## src/design/sps_pkg.sv

```systemverilog
// ----------------------------------------------------------------------------
// sps_pkg: shared definitions for the sorted priority queue
// Capacity, field widths, command and status codes, and the control bundle
// that the queue controller broadcasts to every storage cell.
// ----------------------------------------------------------------------------
package sps_pkg;

    // Table size and derived widths.
    localparam int CAPACITY    = 128;
    localparam int IDX_W       = $clog2(CAPACITY);
    localparam int CNT_W       = $clog2(CAPACITY + 1);
    localparam int DATA_W      = 32;
    localparam int FOUND_W     = 7;
    localparam int COUNT_OUT_W = 8;

    // Command codes carried on the input tuser.
    localparam logic [1:0] CMD_ENQUEUE = 2'd0;
    localparam logic [1:0] CMD_DEQUEUE = 2'd1;
    localparam logic [1:0] CMD_SEARCH  = 2'd2;
    localparam logic [1:0] CMD_CHANGE  = 2'd3;

    // Status codes carried on the output tuser.
    localparam logic [1:0] STATUS_OK        = 2'd0;
    localparam logic [1:0] STATUS_FULL      = 2'd1;
    localparam logic [1:0] STATUS_EMPTY     = 2'd2;
    localparam logic [1:0] STATUS_NOT_FOUND = 2'd3;

    // Per-cell operation codes.
    localparam logic [1:0] CELL_HOLD   = 2'd0;
    localparam logic [1:0] CELL_INSERT = 2'd1;
    localparam logic [1:0] CELL_REMOVE = 2'd2;

    typedef logic signed [DATA_W-1:0] word_t;

    // Control broadcast from the controller to all cells.
    typedef struct packed {
        logic [1:0]       op;
        word_t            ins_data;
        word_t            ins_prio;
        logic [CNT_W-1:0] count;
        logic [IDX_W-1:0] pos;
        logic             load_match;
        logic             shift_match;
    } sps_ctrl_t;

endpackage

```

## src/design/sps_cell.sv

```systemverilog
// ----------------------------------------------------------------------------
// sps_cell: one storage cell of the sorted priority queue
// Holds one entry and a match flag. On insert it keeps its entry, takes the
// new entry or takes its left neighbor's entry; on removal a cell at or after the
// removal position takes its right neighbor's entry. The match flags form a shift line toward the front.
// ----------------------------------------------------------------------------
module sps_cell (
    input  logic              aclk,
    input  logic [sps_pkg::CNT_W-1:0] cell_index,
    input  sps_pkg::sps_ctrl_t ctrl,
    input  logic              left_ge,
    input  sps_pkg::word_t    left_data,
    input  sps_pkg::word_t    left_prio,
    input  sps_pkg::word_t    right_data,
    input  sps_pkg::word_t    right_prio,
    input  logic              right_match,
    output logic              cell_ge,
    output sps_pkg::word_t    cell_data,
    output sps_pkg::word_t    cell_prio,
    output logic              cell_match
);
    import sps_pkg::*;

    word_t data_reg;
    word_t data_next;
    word_t prio_reg;
    word_t prio_next;
    logic  match_reg;
    logic  match_next;
    logic  occupied;
    logic  at_or_after_pos;

    // The cell holds a live entry when its index is below the count.
    assign occupied        = cell_index < ctrl.count;
    assign at_or_after_pos = cell_index >= CNT_W'(ctrl.pos);

    // Entries of greater or equal priority stay ahead of a new entry.
    assign cell_ge = occupied && (prio_reg >= ctrl.ins_prio);

    // Entry update.
    always_comb begin
        data_next = data_reg;
        prio_next = prio_reg;
        case (ctrl.op)
            CELL_INSERT: begin
                if (!cell_ge) begin
                    if (left_ge) begin
                        data_next = ctrl.ins_data;
                        prio_next = ctrl.ins_prio;
                    end else begin
                        data_next = left_data;
                        prio_next = left_prio;
                    end
                end
            end
            CELL_REMOVE: begin
                if (at_or_after_pos) begin
                    data_next = right_data;
                    prio_next = right_prio;
                end
            end
            default: begin
                data_next = data_reg;
                prio_next = prio_reg;
            end
        endcase
    end

    // Match flag: loaded from a data compare, then shifted toward the front.
    always_comb begin
        match_next = match_reg;
        if (ctrl.load_match) begin
            match_next = occupied && (data_reg == ctrl.ins_data);
        end else if (ctrl.shift_match) begin
            match_next = right_match;
        end
    end

    always_ff @(posedge aclk) begin
        data_reg  <= data_next;
        prio_reg  <= prio_next;
        match_reg <= match_next;
    end

    assign cell_data  = data_reg;
    assign cell_prio  = prio_reg;
    assign cell_match = match_reg;

endmodule

```

## config.mk

```make
export PLATFORM = sky130hd
export DESIGN_NAME = sps_cell
export DESIGN_NICKNAME = d
export VERILOG_FILES = /design/src/design/sps_pkg.sv /design/src/design/sps_cell.sv
export SDC_FILE = /design/constraint.sdc
export NUM_CORES = 1
export LEC_CHECK = 0
export BUFFER_PORTS_ARGS = -buffer_cell sky130_fd_sc_hd__buf_4
export CAP_MARGIN = 0
export CORE_UTILIZATION = 35
export CTS_CLUSTER_SIZE = 12
export DETAILED_ROUTE_END_ITERATION = 16
export PLACE_DENSITY = 0.76
export SLEW_MARGIN = 20
export SYNTH_ARGS = -nofsm -noshare
export SYNTH_HDL_FRONTEND = slang
export SYNTH_SLANG_ARGS = --single-unit
export TNS_END_PERCENT = 5
```

## constraint.sdc

```tcl
create_clock -name aclk -period 4.8 [get_ports aclk]
set_input_delay 0.24 -clock aclk [delete_from_list [all_inputs] [get_ports aclk]]
set_output_delay 0.24 -clock aclk [all_outputs]
set_load 0.01 [all_outputs]
```

Yosys cells after proc, flatten, opt, wreduce, memory -nomap -nowiden
Cells that the tools add are included.

storage, ports and cells
  memories kept = 0
  output and inout port bits = 66
  input bits = 222
  memory bits (writable) = 0
  register bits after elaboration = 65
  latch bits = 0
  memory bits (read-only) = 0

cells by class
  $mul = 0
  mux-type cells = 10
  bitwise gates (word level) = 0
  divide/modulo/power cells = 0
  equal/unequal tests = 5
  add/sub/neg operators = 0
  $lt $le $gt $ge = 3
  shifts and indexed selects = 0
  reduce and logical (&&, ||, !) cells = 5

operator list
  kind                                                                   count
  32-bit 2-to-1 mux                                                      6
  32-bit case mux with 2 select lines                                    2
  32-bit equality test                                                   1
  32-bit greater-or-equal comparator                                     1
  8-bit by 7-bit greater-or-equal comparator with 1-bit output           1
  8-bit less-than comparator                                             1
  2-bit != test, second input constant                                   2
  2-bit nonzero test                                                     2
  3-bit AND reduction                                                    1
  2-bit by 1-bit equality test with 1-bit output, second input constant  1
  2-bit equality test, second input constant                             1
  1-bit logical AND                                                      2
  1-bit 2-to-1 mux                                                       2

Logic depth before layout (Yosys ltp)
  word-level depth = 4
  mapped depth = 9
  mapped depth without buffers = 9

Worst setup path before layout
Ideal clock, no wire load.

  kind = register -> register
  from = register prio_reg[5], in the netlist cell_prio[5]
  to = register data_reg[0], in the netlist cell_data[0], enable pin
  arrival = 4.758 ns
  buffers on the path = 0
  cell stages (with the launch flop) = 9
  library setup time = 0.486 ns
  data required time = 4.314 ns
  setup slack = -0.444 ns
  cell sequence = edfxtp_1 ha_1 a21o_1 nand3_2 a211oi_1 or4_1 a21oi_2 mux2_4 o311ai_2

between the ends
  word-level cells in the longest chain between the ends = 4

ends and longest elaborated chain
  what                                  RTL line        text
  start: declaration                    sps_cell.sv:26  word_t prio_reg;
  start signal: assignment              sps_cell.sv:81  prio_reg <= prio_next;
  32-bit greater-or-equal comparator    sps_cell.sv:38  assign cell_ge = occupied && (prio_reg >= ctrl.ins_prio);
  1-bit logical AND                     sps_cell.sv:38
  2-bit != test (no source line)        n/a
  3-bit AND reduction (no source line)  n/a
  end signal: assignment                sps_cell.sv:80  data_reg <= data_next;
  end: declaration                      sps_cell.sv:24  word_t data_reg;

No other way between the ends.
A chain may end at the register's enable or synchronous reset.

Final worst setup path
  from = register prio_reg[1], in the netlist cell_prio[1]
  to = register data_reg[26], in the netlist cell_data[26], enable pin

The elaborated chain is that of the path after synthesis.

==> results.tsv <==
metric	value	unit
drt-initial-drc-count	129	
syn_area	4820	µm²
max-clock-path-buffers	2	
post_drt_wl_per_cell	15.2	µm
start_util	36.1	%
crit_type	reg2reg	
ys_ff_latch	65	
ys_seq_area_share	40.5	%
ys_types	39	
ctsHoldBuffers	0	
timing.setup.tns	0	ns
clk_latency	0.34	ns
root_buffer	clkbuf_16	
setup_viol	0	
crit_chain	ha_1 > nor2b_4 > o211ai_2 > a2111oi_1 > or4_1 > a21oi_2 > mux2_4 > o311ai_4 > buf_4	
drt_wl_total	14.5	mm
min_period	3.19	ns
seq_power_share	39.4	%
rsz0062_at_grt	no	
outcome	completed	
grt_pass1_wl	22.8	mm
report.final.slew_viol_count	0	
detailed_place_hpwl	11.7	mm
clkSlewWorstSetupHoldPaths	0.06	ns
final_cell_mix	buf_4 (290), o21ai_0 (72), nand2_1 (71), edfxtp_1 (65), mux2i_1 (64)	
p_leak	3.59	nW
ios	288	
grt_pass1_vias	4805	
grt_use_total	20.7	%
num_rows	42	
fillers	1229	
worstPathRequired	4.77	ns
p_comb_share	31.1	%
firstDrtPassIters	4	
area_growth	53.8	%
antenna_cells	0	
power.density	261	nW/µm²
intPower	0.00138	W
die_h	119	µm
end_kind	flop	
grt_start_max_net_pins	81	
post-cts-setup-buffers	0	
synth_fp_nets	759	
fin_crit_sh	66.4	%
hold_viol	0	
syn_avg_cell_area	9.82	µm²
gp_congestion	0.804	
peakVddDrop	0.150	mV
ys_warn_count	0	
cts.repair.resized	0	
slowest_stage	or4_1	
clock_power_share	29.5	%
cpLargestDelayFamily	simple AND/OR/NAND/NOR gates	
antenna_found_initial	0	
path_buf_inv	1	
vias_per_cell	4.86	
switching_share	28.7	%
core	13300	µm²
tightest_slew	0.810	ns
fmax	314	MHz
io_buffer_count	287	
drive_above_1_share	40.1	%
netlist_instances	491	
slew_headroom	46.0	%
overflow	0	
hold_class	in2reg	
die_w	119	µm
final_core_util	55.6	%
h-tree-depth	3	
drc	0	
die_area	14300	µm²
nets	1040	
cap_viol_max_count	0	
vias	4620	
slowest_delay	0.51	ns
startpoint_type	flop	
numCtsBuffers	9	
p_switching	0.000556	W
finClkSkew	0.00977	ns
cp_max_fo	36	
layout_commonest_cell	buf_4	
ant_nets	0	
cp.arrival	3.15	ns
cts_sinks	65	
cts_tree	done	
## logic make-up after synthesis
logic type | count (synthesis) | share of synthesized area, %
AND/OR/NAND/NOR | 107 | 10.4
AO/OA/AOI/OAI | 106 | 12.3
buffers and inverters | 70 | 5.50
multiplexers | 65 | 13.6
flip-flops | 65 | 40.5
adder cells (fa/ha/maj) | 46 | 11.9
XOR/XNOR | 32 | 5.81
## area by class of cell
| class | count | area (µm²) | area share [%] |
|---|---|---|---|
| Multi-Input combinational cell | 356 | 2620 | 35.4 |
| Timing Repair Buffer | 291 | 2190 | 29.5 |
| Sequential cell | 65 | 1950 | 26.3 |
| Clock buffer | 9 | 225 | 3.04 |
| Tap cell | 176 | 220 | 2.97 |
| Inverter | 49 | 184 | 2.48 |
| Clock inverter | 5 | 25.0 | 0.337 |
## power groups by stage
stage | clock (W) | combinational (W) | sequential, W
finish | 0.000572 | 0.000603 | 0.000763
global route | 0.000611 | 0.000668 | 0.000771
CTS | 0.000586 | 0.000613 | 0.000764
detailed placement | 0 | 0.000611 | 0.000774
global placement | 0 | 0.000605 | 0.000769
floorplan | 0 | 0.000248 | 0.000803
## flip-flops by register name (all words and copies together), names as in the netlist
register	flops
cell_match	1
cell_data	32
cell_prio	32
## through the flow
| step | setup slack (ns) | area [µm²] | std cells | power [W] | hold slack [ns] |
|---|---|---|---|---|---|
| CTS | 1.61 | 7410 | 951 | 0.00196 | 0.169 |
| detailed placement | 1.64 | 7160 | 937 | 0.00139 | 0.520 |
| floorplan | 0.700 | 4830 | 491 | 0.00105 | 0.427 |
| finish | 1.61 | 7420 | 951 | 0.00194 | 0.180 |
| global route | 1.46 | 7420 | 951 | 0.00205 | 0.178 |
| global placement | 1.67 | 7160 | 937 | 0.00137 | 0.511 |
## per-layer routing
layer  wire length, µm  part of all wire, %  vias up  track usage (%)
met5                 0                    0        -                0
met4               318                  2.2        0             7.89
met3              1150                  7.9       20             5.99
met2              7660                   53      192             39.2
met1              5360                   37     2089             21.2
li1                  -                    -     2319                -
## synthesized netlist by cell type (all sizes together)
master    n  area share [%]
o311ai    1            0.34
nor3      2            0.21
o32ai     1            0.18
nand2b    3            0.39
or4       1            0.16
clkbuf   13             1.0
mux2      1            0.31
o221ai    1            0.18
a211o     1            0.18
and2b     1            0.16
o21ai    73             7.6
and3      1            0.13
a2111oi   1            0.21
o21a      2            0.31
xor2     15             2.7
ha       46              12
a211oi    1            0.16
nor4      6            0.78
nor2b     2            0.42
mux2i    64              13
a21o      4            0.62
nand4    13             1.7
o41a      1            0.23
nand3b    1            0.16
nand2    71             5.5
or2       1            0.13
nand3     4            0.52
inv      49             3.8
a21oi    19             2.0
buf       8            0.67
xnor2    17             3.1
o211ai    1            0.26
and2      1            0.13
edfxtp   65              40
## final timing paths
path                 start             to  slack [ns]  cells past startpoint
min          right_data[3]   cell_data[3]        0.18                      3
min reg2reg  cell_data[17]     cell_match        0.77                      3
max reg2reg   cell_prio[1]  cell_data[26]        1.61                      9
max           cell_prio[1]  cell_data[26]        1.61                      9
## worst min-delay path: stages
cell     delay [ns]
buf_4          0.08
nand2_1        0.03
o21ai_0        0.05
Note: power is estimated with default switching activity, not from simulation.
